$ cat src/sv/prlpd_pkg.sv
// ----------------------------------------------------------------------------
// prlpd_pkg
// Shared types and constants for the palette run-length pixel decoder.
// ----------------------------------------------------------------------------
package prlpd_pkg;

    localparam int PALETTE_ENTRIES_DEF = 8;
    localparam int HEADER_BYTES_DEF    = 16;
    localparam int QUEUE_DEPTH         = 2;

    localparam int BYTE_W     = 8;
    localparam int CFG_IDX_W  = 3;
    localparam int CFG_DATA_W = 10;
    localparam int COORD_W    = 11;
    localparam int COLOR_W    = 16;
    localparam int INDEX_W    = 3;
    localparam int LEN_W      = 4;
    localparam int ENTRY_W    = 3;

    localparam logic [CFG_IDX_W-1:0] REG_ORIGIN_X      = 3'd0;
    localparam logic [CFG_IDX_W-1:0] REG_ORIGIN_Y      = 3'd1;
    localparam logic [CFG_IDX_W-1:0] REG_WINDOW_WIDTH  = 3'd2;
    localparam logic [CFG_IDX_W-1:0] REG_WINDOW_HEIGHT = 3'd3;
    localparam logic [CFG_IDX_W-1:0] REG_MASK_MODE     = 3'd4;

    localparam logic [CFG_DATA_W-1:0] WINDOW_SIZE_RESET = 10'd20;

    // pair code: last pixel number when shown once or twice
    localparam logic [LEN_W-1:0] PAIR_LAST_ONCE  = 4'd1;
    localparam logic [LEN_W-1:0] PAIR_LAST_TWICE = 4'd3;

    localparam logic [INDEX_W-1:0] TRANSPARENT_INDEX = 3'd0;

    typedef enum logic {
        CMD_HEADER,
        CMD_PIXELS
    } cmd_kind_t;

    typedef struct packed {
        cmd_kind_t          kind;
        logic [BYTE_W-1:0]  data;
        logic [ENTRY_W-1:0] entry;
        logic               entry_ok;
        logic               high_half;
        logic               load_cursor;
        logic [LEN_W-1:0]   last_pix;
        logic [INDEX_W-1:0] idx_a;
        logic [INDEX_W-1:0] idx_b;
        logic               alternate;
    } cmd_t;

    typedef struct packed {
        logic [CFG_DATA_W-1:0] origin_x;
        logic [CFG_DATA_W-1:0] origin_y;
        logic [CFG_DATA_W-1:0] window_width;
        logic [CFG_DATA_W-1:0] window_height;
        logic                  mask_mode;
    } cfg_t;

    typedef enum logic {
        BACK_IDLE,
        BACK_RUN
    } back_state_t;

endpackage

$ cat src/sv/prlpd_in_if.sv
// ----------------------------------------------------------------------------
// prlpd_in_if
// Byte stream channel: coded image bytes with end-of-image flag.
// ----------------------------------------------------------------------------
interface prlpd_in_if;
    logic                       valid;
    logic                       ready;
    logic [prlpd_pkg::BYTE_W-1:0] data_byte;
    logic                       end_of_image;

    modport source (output valid, output data_byte, output end_of_image, input ready);
    modport sink   (input valid, input data_byte, input end_of_image, output ready);
endinterface

$ cat src/sv/prlpd_out_if.sv
// ----------------------------------------------------------------------------
// prlpd_out_if
// Pixel channel: color, screen position and last-of-byte flag.
// ----------------------------------------------------------------------------
interface prlpd_out_if;
    logic                          valid;
    logic                          ready;
    logic [prlpd_pkg::COLOR_W-1:0] pixel_color;
    logic [prlpd_pkg::COORD_W-1:0] pixel_x;
    logic [prlpd_pkg::COORD_W-1:0] pixel_y;
    logic                          last_of_item;

    modport source (output valid, output pixel_color, output pixel_x, output pixel_y,
                    output last_of_item, input ready);
    modport sink   (input valid, input pixel_color, input pixel_x, input pixel_y,
                    input last_of_item, output ready);
endinterface

$ cat src/sv/prlpd_front.sv
// ----------------------------------------------------------------------------
// prlpd_front
// Accepts image bytes, tracks the header position and classifies each byte.
// ----------------------------------------------------------------------------
module prlpd_front #(
    parameter int PALETTE_ENTRIES = prlpd_pkg::PALETTE_ENTRIES_DEF,
    parameter int HEADER_BYTES    = prlpd_pkg::HEADER_BYTES_DEF
) (
    input  logic              clk,
    input  logic              rst_n,
    prlpd_in_if.sink          image,
    input  logic              queue_full,
    output logic              push,
    output prlpd_pkg::cmd_t   cmd
);

    localparam int HC_W = $clog2(HEADER_BYTES + 1);

    logic [HC_W-1:0] hc_reg;
    logic [HC_W-1:0] hc_next;
    logic            in_header;

    assign image.ready = !queue_full;
    assign push        = image.valid && !queue_full;
    assign in_header   = hc_reg < HC_W'(HEADER_BYTES);

    always_comb
    begin
        cmd             = '0;
        cmd.data        = image.data_byte;
        cmd.entry       = prlpd_pkg::ENTRY_W'(hc_reg >> 1);
        cmd.entry_ok    = 32'(hc_reg >> 1) < PALETTE_ENTRIES;
        cmd.high_half   = !hc_reg[0];
        cmd.load_cursor = hc_reg == HC_W'(HEADER_BYTES - 1);
        cmd.idx_b       = image.data_byte[2:0];
        cmd.alternate   = !image.data_byte[7];
        if (in_header)
        begin
            cmd.kind = prlpd_pkg::CMD_HEADER;
        end
        else
        begin
            cmd.kind = prlpd_pkg::CMD_PIXELS;
        end
        if (image.data_byte[7])
        begin
            cmd.last_pix = image.data_byte[6:3];
            cmd.idx_a    = image.data_byte[2:0];
        end
        else
        begin
            cmd.last_pix = image.data_byte[3] ? prlpd_pkg::PAIR_LAST_TWICE
                                              : prlpd_pkg::PAIR_LAST_ONCE;
            cmd.idx_a    = image.data_byte[6:4];
        end
    end

    always_comb
    begin
        hc_next = hc_reg;
        if (push)
        begin
            if (in_header)
            begin
                hc_next = hc_reg + 1'b1;
            end
            if (image.end_of_image)
            begin
                hc_next = '0;
            end
        end
    end

    always_ff @(posedge clk or negedge rst_n)
    begin
        if (!rst_n)
        begin
            hc_reg <= '0;
        end
        else
        begin
            hc_reg <= hc_next;
        end
    end

endmodule

$ cat src/sv/prlpd_queue.sv
// ----------------------------------------------------------------------------
// prlpd_queue
// Short command FIFO between the front and back parts.
// ----------------------------------------------------------------------------
module prlpd_queue (
    input  logic            clk,
    input  logic            rst_n,
    input  logic            push,
    input  prlpd_pkg::cmd_t push_cmd,
    input  logic            pop,
    output prlpd_pkg::cmd_t head,
    output logic            empty,
    output logic            full
);

    localparam int DEPTH = prlpd_pkg::QUEUE_DEPTH;
    localparam int PTR_W = (DEPTH > 1) ? $clog2(DEPTH) : 1;
    localparam int CNT_W = $clog2(DEPTH + 1);

    prlpd_pkg::cmd_t  slot_reg [DEPTH];
    logic [PTR_W-1:0] wr_ptr_reg;
    logic [PTR_W-1:0] rd_ptr_reg;
    logic [CNT_W-1:0] count_reg;
    logic             do_push;
    logic             do_pop;

    assign empty   = count_reg == '0;
    assign full    = count_reg == CNT_W'(DEPTH);
    assign head    = slot_reg[rd_ptr_reg];
    assign do_push = push && !full;
    assign do_pop  = pop && !empty;

    function automatic logic [PTR_W-1:0] bump(input logic [PTR_W-1:0] p);
        if (p == PTR_W'(DEPTH - 1))
        begin
            return '0;
        end
        return p + 1'b1;
    endfunction

    always_ff @(posedge clk)
    begin
        if (do_push)
        begin
            slot_reg[wr_ptr_reg] <= push_cmd;
        end
    end

    always_ff @(posedge clk or negedge rst_n)
    begin
        if (!rst_n)
        begin
            wr_ptr_reg <= '0;
            rd_ptr_reg <= '0;
            count_reg  <= '0;
        end
        else
        begin
            if (do_push)
            begin
                wr_ptr_reg <= bump(wr_ptr_reg);
            end
            if (do_pop)
            begin
                rd_ptr_reg <= bump(rd_ptr_reg);
            end
            if (do_push && !do_pop)
            begin
                count_reg <= count_reg + 1'b1;
            end
            else if (do_pop && !do_push)
            begin
                count_reg <= count_reg - 1'b1;
            end
        end
    end

endmodule

$ cat src/sv/prlpd_back.sv
// ----------------------------------------------------------------------------
// prlpd_back
// Executes commands: palette loads, one cursor pixel per cycle unless stalled.
// ----------------------------------------------------------------------------
module prlpd_back #(
    parameter int PALETTE_ENTRIES = prlpd_pkg::PALETTE_ENTRIES_DEF
) (
    input  logic            clk,
    input  logic            rst_n,
    input  prlpd_pkg::cfg_t cfg,
    input  prlpd_pkg::cmd_t head,
    input  logic            empty,
    output logic            pop,
    prlpd_out_if.source     pixels
);

    localparam int PIDX_W  = $clog2(PALETTE_ENTRIES);
    localparam int COLOR_W = prlpd_pkg::COLOR_W;
    localparam int COORD_W = prlpd_pkg::COORD_W;

    prlpd_pkg::back_state_t state_reg, state_next;

    logic [COLOR_W-1:0]          palette_reg [PALETTE_ENTRIES];
    prlpd_pkg::cmd_t             cmd_reg, cmd_next;
    logic [prlpd_pkg::LEN_W-1:0] k_reg, k_next;
    logic [COORD_W-1:0]          cx_reg, cx_next;
    logic [COORD_W-1:0]          cy_reg, cy_next;
    logic                        full_reg, full_next;
    logic                        pend_valid_reg, pend_valid_next;
    logic                        pend_done_reg, pend_done_next;
    logic [COLOR_W-1:0]          pend_color_reg, pend_color_next;
    logic [COORD_W-1:0]          pend_x_reg, pend_x_next;
    logic [COORD_W-1:0]          pend_y_reg, pend_y_next;
    logic                        out_valid_reg, out_valid_next;
    logic [COLOR_W-1:0]          out_color_reg, out_color_next;
    logic [COORD_W-1:0]          out_x_reg, out_x_next;
    logic [COORD_W-1:0]          out_y_reg, out_y_next;
    logic                        out_last_reg, out_last_next;

    logic                            running;
    logic [prlpd_pkg::INDEX_W-1:0]   idx;
    logic [COLOR_W-1:0]              color;
    logic                            last_pix;
    logic                            drop_all;
    logic                            emit;
    logic                            slot_free;
    logic                            step;
    logic                            move;
    logic                            take;
    logic                            take_hdr;
    logic [prlpd_pkg::CFG_DATA_W-1:0] w_eff;
    logic [prlpd_pkg::CFG_DATA_W-1:0] h_eff;
    logic [COORD_W-1:0]              x_end;
    logic [COORD_W-1:0]              y_end;
    logic [COORD_W-1:0]              cx_inc;
    logic [COORD_W-1:0]              cy_inc;

    assign running   = state_reg == prlpd_pkg::BACK_RUN;
    assign idx       = (cmd_reg.alternate && k_reg[0]) ? cmd_reg.idx_b : cmd_reg.idx_a;
    assign color     = (32'(idx) < PALETTE_ENTRIES) ? palette_reg[idx[PIDX_W-1:0]]
                                                    : '0;
    assign last_pix  = k_reg == cmd_reg.last_pix;
    assign drop_all  = cfg.mask_mode && full_reg;
    assign emit      = running && !drop_all
                       && !(cfg.mask_mode && idx == prlpd_pkg::TRANSPARENT_INDEX);
    assign slot_free = !out_valid_reg || pixels.ready;
    assign step      = running && !(emit && pend_valid_reg && !slot_free);
    assign move      = pend_valid_reg && slot_free && (pend_done_reg || (step && emit));
    assign take      = !empty && (!running || (step && last_pix));
    assign take_hdr  = take && head.kind == prlpd_pkg::CMD_HEADER;
    assign pop       = take;

    assign w_eff  = (cfg.window_width == '0) ? 10'd1 : cfg.window_width;
    assign h_eff  = (cfg.window_height == '0) ? 10'd1 : cfg.window_height;
    assign x_end  = {1'b0, cfg.origin_x} + {1'b0, w_eff};
    assign y_end  = {1'b0, cfg.origin_y} + {1'b0, h_eff};
    assign cx_inc = cx_reg + 1'b1;
    assign cy_inc = cy_reg + 1'b1;

    assign pixels.valid        = out_valid_reg;
    assign pixels.pixel_color  = out_color_reg;
    assign pixels.pixel_x      = out_x_reg;
    assign pixels.pixel_y      = out_y_reg;
    assign pixels.last_of_item = out_last_reg;

    always_comb
    begin
        state_next      = state_reg;
        cmd_next        = cmd_reg;
        k_next          = k_reg;
        cx_next         = cx_reg;
        cy_next         = cy_reg;
        full_next       = full_reg;
        pend_valid_next = pend_valid_reg;
        pend_done_next  = pend_done_reg;
        pend_color_next = pend_color_reg;
        pend_x_next     = pend_x_reg;
        pend_y_next     = pend_y_reg;
        out_valid_next  = out_valid_reg;
        out_color_next  = out_color_reg;
        out_x_next      = out_x_reg;
        out_y_next      = out_y_reg;
        out_last_next   = out_last_reg;

        unique case (state_reg)
            prlpd_pkg::BACK_IDLE:
            begin
                if (take && !take_hdr)
                begin
                    state_next = prlpd_pkg::BACK_RUN;
                end
            end
            prlpd_pkg::BACK_RUN:
            begin
                if (step && last_pix && !(take && !take_hdr))
                begin
                    state_next = prlpd_pkg::BACK_IDLE;
                end
            end
            default:
            begin
                state_next = prlpd_pkg::BACK_IDLE;
            end
        endcase

        if (step)
        begin
            k_next = k_reg + 1'b1;
        end
        if (take && !take_hdr)
        begin
            cmd_next = head;
            k_next   = '0;
        end

        if (step && !drop_all)
        begin
            if (cx_inc >= x_end)
            begin
                cx_next = {1'b0, cfg.origin_x};
                if (cy_inc >= y_end)
                begin
                    if (cfg.mask_mode)
                    begin
                        full_next = 1'b1;
                        cy_next   = cy_inc;
                    end
                    else
                    begin
                        cy_next = {1'b0, cfg.origin_y};
                    end
                end
                else
                begin
                    cy_next = cy_inc;
                end
            end
            else
            begin
                cx_next = cx_inc;
            end
        end
        if (take_hdr && head.load_cursor)
        begin
            cx_next   = {1'b0, cfg.origin_x};
            cy_next   = {1'b0, cfg.origin_y};
            full_next = 1'b0;
        end

        if (step && emit)
        begin
            pend_valid_next = 1'b1;
            pend_done_next  = last_pix;
            pend_color_next = color;
            pend_x_next     = cx_reg;
            pend_y_next     = cy_reg;
        end
        else if (move)
        begin
            pend_valid_next = 1'b0;
            pend_done_next  = 1'b0;
        end
        else if (step && last_pix && pend_valid_reg)
        begin
            pend_done_next = 1'b1;
        end

        if (move)
        begin
            out_valid_next = 1'b1;
            out_color_next = pend_color_reg;
            out_x_next     = pend_x_reg;
            out_y_next     = pend_y_reg;
            out_last_next  = pend_done_reg;
        end
        else if (pixels.ready)
        begin
            out_valid_next = 1'b0;
        end
    end

    always_ff @(posedge clk)
    begin
        if (take_hdr && head.entry_ok)
        begin
            if (head.high_half)
            begin
                palette_reg[head.entry[PIDX_W-1:0]][15:8] <= head.data;
            end
            else
            begin
                palette_reg[head.entry[PIDX_W-1:0]][7:0] <= head.data;
            end
        end
    end

    always_ff @(posedge clk or negedge rst_n)
    begin
        if (!rst_n)
        begin
            state_reg <= prlpd_pkg::BACK_IDLE;
        end
        else
        begin
            state_reg <= state_next;
        end
    end

    always_ff @(posedge clk or negedge rst_n)
    begin
        if (!rst_n)
        begin
            k_reg          <= '0;
            cx_reg         <= '0;
            cy_reg         <= '0;
            full_reg       <= 1'b0;
            pend_valid_reg <= 1'b0;
            pend_done_reg  <= 1'b0;
            out_valid_reg  <= 1'b0;
        end
        else
        begin
            k_reg          <= k_next;
            cx_reg         <= cx_next;
            cy_reg         <= cy_next;
            full_reg       <= full_next;
            pend_valid_reg <= pend_valid_next;
            pend_done_reg  <= pend_done_next;
            out_valid_reg  <= out_valid_next;
        end
    end

    always_ff @(posedge clk)
    begin
        cmd_reg        <= cmd_next;
        pend_color_reg <= pend_color_next;
        pend_x_reg     <= pend_x_next;
        pend_y_reg     <= pend_y_next;
        out_color_reg  <= out_color_next;
        out_x_reg      <= out_x_next;
        out_y_reg      <= out_y_next;
        out_last_reg   <= out_last_next;
    end

endmodule

$ cat src/sv/palette_run_length_pixel_decoder.sv
// ----------------------------------------------------------------------------
// palette_run_length_pixel_decoder
// Palette-based run-length image decoder producing positioned pixels.
// ----------------------------------------------------------------------------
//  channel   dir  handshake     payload
//  image     in   valid/ready   data_byte[7:0], end_of_image
//  pixels    out  valid/ready   pixel_color[15:0], pixel_x[10:0], pixel_y[10:0],
//                               last_of_item
//  cfg_*     in   cfg_we        cfg_index[2:0], cfg_data[9:0]
//
//  A pixel byte covers 1 to 16 pixels; a header byte loads palette data. The
//  back end's pixel loop sets the rate; the front accepts a byte per cycle
//  while the two-entry command queue has room.
//  Each pixel is held one stage until the next one shows whether it is last.
//  No clearing pass after reset. A stalled pixel output holds the back end.
// ----------------------------------------------------------------------------
module palette_run_length_pixel_decoder #(
    parameter int PALETTE_ENTRIES = prlpd_pkg::PALETTE_ENTRIES_DEF,
    parameter int HEADER_BYTES    = prlpd_pkg::HEADER_BYTES_DEF
) (
    input  logic                                clk,
    input  logic                                rst_n,
    prlpd_in_if.sink                            image,
    prlpd_out_if.source                         pixels,
    input  logic                                cfg_we,
    input  logic [prlpd_pkg::CFG_IDX_W-1:0]     cfg_index,
    input  logic [prlpd_pkg::CFG_DATA_W-1:0]    cfg_data
);

    prlpd_pkg::cfg_t cfg_reg, cfg_next;
    prlpd_pkg::cmd_t push_cmd;
    prlpd_pkg::cmd_t head;
    logic            push;
    logic            pop;
    logic            empty;
    logic            full;

    always_comb
    begin
        cfg_next = cfg_reg;
        if (cfg_we)
        begin
            unique case (cfg_index)
                prlpd_pkg::REG_ORIGIN_X:      cfg_next.origin_x      = cfg_data;
                prlpd_pkg::REG_ORIGIN_Y:      cfg_next.origin_y      = cfg_data;
                prlpd_pkg::REG_WINDOW_WIDTH:  cfg_next.window_width  = cfg_data;
                prlpd_pkg::REG_WINDOW_HEIGHT: cfg_next.window_height = cfg_data;
                prlpd_pkg::REG_MASK_MODE:     cfg_next.mask_mode     = cfg_data[0];
                default:                      cfg_next = cfg_reg;
            endcase
        end
    end

    always_ff @(posedge clk or negedge rst_n)
    begin
        if (!rst_n)
        begin
            cfg_reg.origin_x      <= '0;
            cfg_reg.origin_y      <= '0;
            cfg_reg.window_width  <= prlpd_pkg::WINDOW_SIZE_RESET;
            cfg_reg.window_height <= prlpd_pkg::WINDOW_SIZE_RESET;
            cfg_reg.mask_mode     <= 1'b0;
        end
        else
        begin
            cfg_reg <= cfg_next;
        end
    end

    prlpd_front #(
        .PALETTE_ENTRIES (PALETTE_ENTRIES),
        .HEADER_BYTES    (HEADER_BYTES)
    ) u_front (
        .clk        (clk),
        .rst_n      (rst_n),
        .image      (image),
        .queue_full (full),
        .push       (push),
        .cmd        (push_cmd)
    );

    prlpd_queue u_queue (
        .clk      (clk),
        .rst_n    (rst_n),
        .push     (push),
        .push_cmd (push_cmd),
        .pop      (pop),
        .head     (head),
        .empty    (empty),
        .full     (full)
    );

    prlpd_back #(
        .PALETTE_ENTRIES (PALETTE_ENTRIES)
    ) u_back (
        .clk    (clk),
        .rst_n  (rst_n),
        .cfg    (cfg_reg),
        .head   (head),
        .empty  (empty),
        .pop    (pop),
        .pixels (pixels)
    );

endmodule

$ cat src/flat_wrapper.sv
// flat-port wrapper written by rule: the top's interface ports become plain ports
module palette_run_length_pixel_decoder_flat 
#(
    parameter int PALETTE_ENTRIES = prlpd_pkg::PALETTE_ENTRIES_DEF,
    parameter int HEADER_BYTES    = prlpd_pkg::HEADER_BYTES_DEF
)
  (clk, rst_n, cfg_we, cfg_index, cfg_data, image_valid, image_data_byte, image_end_of_image, image_ready, pixels_valid, pixels_pixel_color, pixels_pixel_x, pixels_pixel_y, pixels_last_of_item, pixels_ready);
  prlpd_in_if image_i ();
  prlpd_out_if pixels_i ();
  input  logic clk;
  input  logic rst_n;
  input  logic cfg_we;
  input  logic [prlpd_pkg::CFG_IDX_W-1:0] cfg_index;
  input  logic [prlpd_pkg::CFG_DATA_W-1:0] cfg_data;
  input wire logic [$bits(image_i.valid)-1:0] image_valid;
  input wire logic [$bits(image_i.data_byte)-1:0] image_data_byte;
  input wire logic [$bits(image_i.end_of_image)-1:0] image_end_of_image;
  output wire logic [$bits(image_i.ready)-1:0] image_ready;
  output wire logic [$bits(pixels_i.valid)-1:0] pixels_valid;
  output wire logic [$bits(pixels_i.pixel_color)-1:0] pixels_pixel_color;
  output wire logic [$bits(pixels_i.pixel_x)-1:0] pixels_pixel_x;
  output wire logic [$bits(pixels_i.pixel_y)-1:0] pixels_pixel_y;
  output wire logic [$bits(pixels_i.last_of_item)-1:0] pixels_last_of_item;
  input wire logic [$bits(pixels_i.ready)-1:0] pixels_ready;
  assign image_i.valid = image_valid;
  assign image_i.data_byte = image_data_byte;
  assign image_i.end_of_image = image_end_of_image;
  assign image_ready = image_i.ready;
  assign pixels_valid = pixels_i.valid;
  assign pixels_pixel_color = pixels_i.pixel_color;
  assign pixels_pixel_x = pixels_i.pixel_x;
  assign pixels_pixel_y = pixels_i.pixel_y;
  assign pixels_last_of_item = pixels_i.last_of_item;
  assign pixels_i.ready = pixels_ready;
  palette_run_length_pixel_decoder #(.PALETTE_ENTRIES(PALETTE_ENTRIES), .HEADER_BYTES(HEADER_BYTES)) u_core (.clk(clk), .rst_n(rst_n), .image(image_i), .pixels(pixels_i), .cfg_we(cfg_we), .cfg_index(cfg_index), .cfg_data(cfg_data));
endmodule
$ cat config.mk
export PLATFORM = sky130hd
export DESIGN_NAME = palette_run_length_pixel_decoder_flat
export DESIGN_NICKNAME = d
export VERILOG_FILES = /design/src/sv/prlpd_pkg.sv /design/src/sv/prlpd_in_if.sv /design/src/sv/prlpd_out_if.sv /design/src/sv/prlpd_front.sv /design/src/sv/prlpd_queue.sv /design/src/sv/prlpd_back.sv /design/src/sv/palette_run_length_pixel_decoder.sv /design/src/flat_wrapper.sv
export SDC_FILE = /design/constraint.sdc
export NUM_CORES = 1
export LEC_CHECK = 0
export BUFFER_PORTS_ARGS = -buffer_cell sky130_fd_sc_hd__buf_2
export CORE_UTILIZATION = 55
export CTS_CLUSTER_DIAMETER = 80
export CTS_CLUSTER_SIZE = 20
export DETAILED_ROUTE_END_ITERATION = 10
export PLACE_DENSITY_LB_ADDON = 0.25
export SLEW_MARGIN = 20
export SYNTH_ARGS = -nofsm -noshare
export SYNTH_HDL_FRONTEND = slang
export SYNTH_SLANG_ARGS = --single-unit
$ cat constraint.sdc
create_clock -name clk -period 5.6 [get_ports clk]
set_clock_uncertainty 0.05 [all_clocks]
set_input_delay 1.12 -clock clk [delete_from_list [all_inputs] [get_ports clk]]
set_output_delay 1.12 -clock clk [all_outputs]
set_load 0.02 [all_outputs]
==> report_table.html <==
<table>
<tr><th>Metric</th><th>Value</th></tr>
<tr><th colspan="2">Worst hold path</th></tr>
<tr><td>Path type of the worst min-delay path</td><td>flop to flop</td></tr>
<tr><td>Cells on Worst Hold Path</td><td>0</td></tr>
<tr><th colspan="2">Worst setup path</th></tr>
<tr><td>Worst Reg2Reg Path Length in Cells</td><td>18</td></tr>
<tr><td>Biggest fanout along the worst timing path</td><td>19</td></tr>
<tr><td>Worst setup path class</td><td>flop to flop</td></tr>
<tr><td>Critical path data arrival time</td><td>slightly below 5 ns</td></tr>
<tr><td>CP Data Required Time</td><td>5.95 ns</td></tr>
<tr><td>Nature of the critical path startpoint</td><td>flop</td></tr>
<tr><td>CP endpoint kind</td><td>flop</td></tr>
<tr><th colspan="2">GRT</th></tr>
<tr><td>Leftover overflow at the end of global routing</td><td>0</td></tr>
<tr><td>Vias in the first global route</td><td>7,870</td></tr>
<tr><td>First-pass GRT wire length</td><td>43,200 microns</td></tr>
<tr><td>GRT Overall Usage</td><td>19.9%</td></tr>
<tr><td>Antenna violations before repair</td><td>0</td></tr>
<tr><td>Maximum number of pins on one net before global-route repair</td><td>82</td></tr>
<tr><th colspan="2">Timing</th></tr>
<tr><td>Pins over their slew limit</td><td>0</td></tr>
<tr><td>Number of hold violations in the final report</td><td>0</td></tr>
<tr><td>Actual transition at the worst max-transition pin</td><td>0.943 ns</td></tr>
<tr><td>Post-layout minimum cycle time</td><td>4.62 ns</td></tr>
<tr><td>Highest clock rate</td><td>between 0.2 and 0.25 GHz</td></tr>
<tr><td>Setup TNS</td><td>0 ns</td></tr>
<tr><td>Worst max-slew margin expressed relative to the limit</td><td>36.9%</td></tr>
<tr><td>Setup violations, final</td><td>0</td></tr>
<tr><td>Period utilisation layout</td><td>82.5%</td></tr>
<tr><td>Unrepaired setup endpoints after global routing</td><td>false</td></tr>
<tr><th colspan="2">Cells and area</th></tr>
<tr><td>Total area of multi-input combinational cells</td><td>4600 sq um</td></tr>
<tr><td>Layout cell share with drive strength beyond 1</td><td>23.7%</td></tr>
<tr><td>Max FFs per register</td><td>between 100 and 150</td></tr>
<tr><td>Synth-to-Final Area Change</td><td>8.92%</td></tr>
<tr><td>Total of fill cells in the finished design</td><td>roughly 1,900</td></tr>
<tr><td>Net count, final</td><td>1,075</td></tr>
<tr><td>Final non-filler cell total</td><td>1,348</td></tr>
<tr><td>Diode count</td><td>0</td></tr>
<tr><td>Area of all sequential standard cells</td><td>between 9000 and 10,000 sq um</td></tr>
<tr><th colspan="2">Clock tree</th></tr>
<tr><td>Clk root buf</td><td>sky130_fd_sc_hd__clkbuf_16</td></tr>
<tr><td>Maximum level of the CTS H-tree</td><td>1</td></tr>
<tr><td>Number of buffers inserted during clock tree synthesis</td><td>21</td></tr>
<tr><td>Clock tree from TritonCTS</td><td>built</td></tr>
<tr><td>Total of hold buffers inserted after clock tree synthesis</td><td>0</td></tr>
<tr><td>Clock edge transition at the registers on the reported setup and hold paths</td><td>0.08 ns</td></tr>
<tr><td>Maximum number of buffers from clock root to sink</td><td>3</td></tr>
<tr><td>Sinks on the clock net</td><td>343</td></tr>
<tr><td>Post-cts sizing count</td><td>0</td></tr>
<tr><td>Worst-Skew Late Latency</td><td>0.53 ns</td></tr>
<tr><td>Post-CTS repair timing setup buffer count</td><td>0</td></tr>
<tr><th colspan="2">Die</th></tr>
<tr><td>Floorplan Core Area</td><td>26,200 sq um</td></tr>
<tr><td>Number of top-level pins</td><td>68</td></tr>
<tr><td>Die area</td><td>around 28,000 sq um</td></tr>
<tr><td>Die H</td><td>166 microns</td></tr>
<tr><td>Standard-cell rows</td><td>59</td></tr>
<tr><td>Initial core utilization</td><td>about 56%</td></tr>
<tr><td>DIE WIDTH</td><td>166 microns</td></tr>
<tr><th colspan="2">Yosys</th></tr>
<tr><td>Proportion of netlist area held by the largest area contributor</td><td>~53%</td></tr>
<tr><td>Cells after Synth</td><td>roughly 940</td></tr>
<tr><td>Most instantiated cells after synthesis</td><td>sky130_fd_sc_hd__edfxtp_1 (262), sky130_fd_sc_hd__dfrtp_1 (77), sky130_fd_sc_hd__mux2_2 (76)</td></tr>
<tr><td>Flop and latch count out of synthesis</td><td>roughly 340</td></tr>
<tr><td>Number of synthesis warnings</td><td>0</td></tr>
<tr><td>Synth unique cells</td><td>roughly 70</td></tr>
<tr><td>Top area cells in the synthesized netlist</td><td>sky130_fd_sc_hd__edfxtp_1 (53%), sky130_fd_sc_hd__dfrtp_1 (13%), sky130_fd_sc_hd__mux2_2 (5.8%)</td></tr>
<tr><td>Prevailing post-synth register cell</td><td>sky130_fd_sc_hd__edfxtp_1</td></tr>
<tr><td>Mapped cell area</td><td>approximately 15,000 sq um</td></tr>
<tr><td>Sequential share of the synthesized area</td><td>67.0%</td></tr>
<tr><td>Async SR Flop Fraction</td><td>23.6%</td></tr>
<tr><td>Library cell with the largest summed area after synthesis</td><td>sky130_fd_sc_hd__edfxtp_1</td></tr>
<tr><td>Post-synth EDFFs</td><td>~260</td></tr>
<tr><td>Mapped Avg Cell Area</td><td>15.7 sq um</td></tr>
<tr><td>Leading cell type by number of instances after synthesis</td><td>sky130_fd_sc_hd__edfxtp_1</td></tr>
<tr><td>Syn_nets</td><td>1,016</td></tr>
<tr><th colspan="2">Power</th></tr>
<tr><td>Leakage power</td><td>0.00589 uW</td></tr>
<tr><td>Power density normalized to cell area</td><td>between 500 and 600 nW/um^2</td></tr>
<tr><td>Worst IR Drop VDD</td><td>0.000300 V</td></tr>
<tr><th colspan="2">Job</th></tr>
<tr><td>Max-Cap Viols</td><td>0</td></tr>
<tr><th colspan="2">Run status</th></tr>
<tr><td>Result of the run</td><td>finished, violations left</td></tr>
<tr><td>Violations in the final reports</td><td>DRC</td></tr>
<tr><th colspan="2">Detailed routing</th></tr>
<tr><td>Post-detailed-route count of antenna-violating nets</td><td>0</td></tr>
<tr><td>Detailed Route Iter0 Violations</td><td>~500</td></tr>
<tr><td>DRC Markers</td><td>9</td></tr>
<tr><td>Via count of the routed design</td><td>a little under 8,000</td></tr>
<tr><td>Detailed-routing iteration count for the pre-antenna-repair pass</td><td>9</td></tr>
<tr><td>Vias per Instance</td><td>slightly below 6</td></tr>
<tr><td>Sum of routed wire length over all layers</td><td>approximately 27,000 microns</td></tr>
<tr><td>WL/cell</td><td>between 15 and 20 microns</td></tr>
<tr><th colspan="2">Placement</th></tr>
<tr><td>Number of buffer cells added on primary ports</td><td>67</td></tr>
<tr><td>HPWL after DPL</td><td>18,000 microns</td></tr>
<tr><td>Final RePlAce weighted congestion</td><td>0.846</td></tr>
<tr><td>Dpl cells</td><td>roughly 1,300</td></tr>
</table>
## layout make-up
cell class	count	share of cell area [%]
Timing Repair Buffer	80	2.85
Tap cell	335	2.60
Multi-Input combinational cell	521	28.6
Clock buffer	35	3.59
Sequential cell	343	61.5
Inverter	31	0.723
Clock inverter	3	0.179
## metrics by stage
stage	utilization (%)	hold WS (ns)	instance area (sq um)	worst slack [ns]	total power, uW
5_1_grt	61.4	0.378	16100	0.681	8800
2_1_floorplan	-	0.350	14800	1.03	6060
4_1_cts	61.3	0.374	16100	0.981	8340
3_5_place_dp	59.0	0.355	15500	1.00	6830
6_report	61.4	0.372	16100	0.981	8290
3_3_place_gp	59.0	0.352	15500	1.08	6760
## worst max-delay path: stages, from the launching register on
cell	delay, ns
sky130_fd_sc_hd__dfrtp_1	0.40
sky130_fd_sc_hd__nor4_1	0.35
sky130_fd_sc_hd__a31o_2	0.21
sky130_fd_sc_hd__ha_1	0.16
sky130_fd_sc_hd__inv_1	0.06
sky130_fd_sc_hd__fa_1	0.43
sky130_fd_sc_hd__nor2b_1	0.13
sky130_fd_sc_hd__o21ai_0	0.11
sky130_fd_sc_hd__a21oi_1	0.18
sky130_fd_sc_hd__o21ai_0	0.12
sky130_fd_sc_hd__a21oi_1	0.22
sky130_fd_sc_hd__a31oi_1	0.12
sky130_fd_sc_hd__ha_1	0.20
sky130_fd_sc_hd__or4_4	0.51
sky130_fd_sc_hd__a211oi_2	0.19
sky130_fd_sc_hd__o21ai_1	0.13
sky130_fd_sc_hd__a31o_4	0.32
sky130_fd_sc_hd__and2_4	0.28
sky130_fd_sc_hd__a221o_1	0.32
## path summary, 6_finish.rpt
check                                             from                         endpoint  slack, ns
min                        u_core.u_back.pend_x_reg[9]  u_core.u_back.pixels.pixel_x[9]       0.37
max in group asynchronous                        rst_n         u_core.u_front.hc_reg[2]       4.40
min reg2reg                u_core.u_back.pend_x_reg[9]  u_core.u_back.pixels.pixel_x[9]       0.37
max reg2reg                         u_core.cfg_reg[17]          u_core.u_back.cx_reg[1]       0.98
min in group asynchronous                        rst_n          u_core.u_back.cx_reg[3]       0.59
max                                 u_core.cfg_reg[17]          u_core.u_back.cx_reg[1]       0.98
## logic make-up (layout without fill, tap and decap cells)
family                     count (synthesis)  after routing  share of synthesized area, %
DFF                                      343            343                          67.0
and+or+nand+nor                          184            184                          6.12
muxes                                    126            126                          11.9
AOI/OAI and AO/OA                        119            119                          5.91
buffers and inverters                     75            149                          2.27
adders and majority gates                 50             50                          4.33
xor gates and xnor gates                  42             42                          2.49
## cells in the final DEF (no fill, tap or decap), types with 9 or more instances in the layout
cell / Yosys / routed
sky130_fd_sc_hd__edfxtp_1: 262 / 262
sky130_fd_sc_hd__dfrtp_1: 77 / 77
sky130_fd_sc_hd__mux2_2: 76 / 76
sky130_fd_sc_hd__buf_2: 4 / 66
sky130_fd_sc_hd__ha_1: 48 / 48
sky130_fd_sc_hd__nor2_1: 48 / 45
sky130_fd_sc_hd__nand2_1: 42 / 42
sky130_fd_sc_hd__mux4_2: 32 / 32
sky130_fd_sc_hd__inv_1: 31 / 31
sky130_fd_sc_hd__xnor2_1: 25 / 25
sky130_fd_sc_hd__a21oi_1: 22 / 22
sky130_fd_sc_hd__nand3_1: 21 / 21
sky130_fd_sc_hd__clkbuf_16: 0 / 21
sky130_fd_sc_hd__o21ai_0: 19 / 19
sky130_fd_sc_hd__xor2_1: 17 / 17
sky130_fd_sc_hd__nor3_1: 15 / 15
sky130_fd_sc_hd__mux2i_1: 17 / 14
sky130_fd_sc_hd__clkbuf_1: 27 / 14
sky130_fd_sc_hd__and3_1: 13 / 13
sky130_fd_sc_hd__o211ai_1: 12 / 12
sky130_fd_sc_hd__buf_4: 1 / 12
sky130_fd_sc_hd__nand2b_1: 9 / 9
## per-layer routing
| layer | part of all wire (%) | GRT usage (%) |
|---|---|---|
| met4 | 1.5 | 4.31 |
| met1 | 47 | 29.3 |
| met5 | 0 | 0 |
| met3 | 4.4 | 2.55 |
| met2 | 47 | 32.0 |
## power breakdown
group / switching [uW] / internal [uW] / total [uW]
logic: 1660 / 1140 / 2800
registers: 366 / 3620 / 3980
clock network: 788 / 718 / 1510
total: 2810 / 5480 / 8290
No activity file was read; power rests on OpenSTA's default activity.
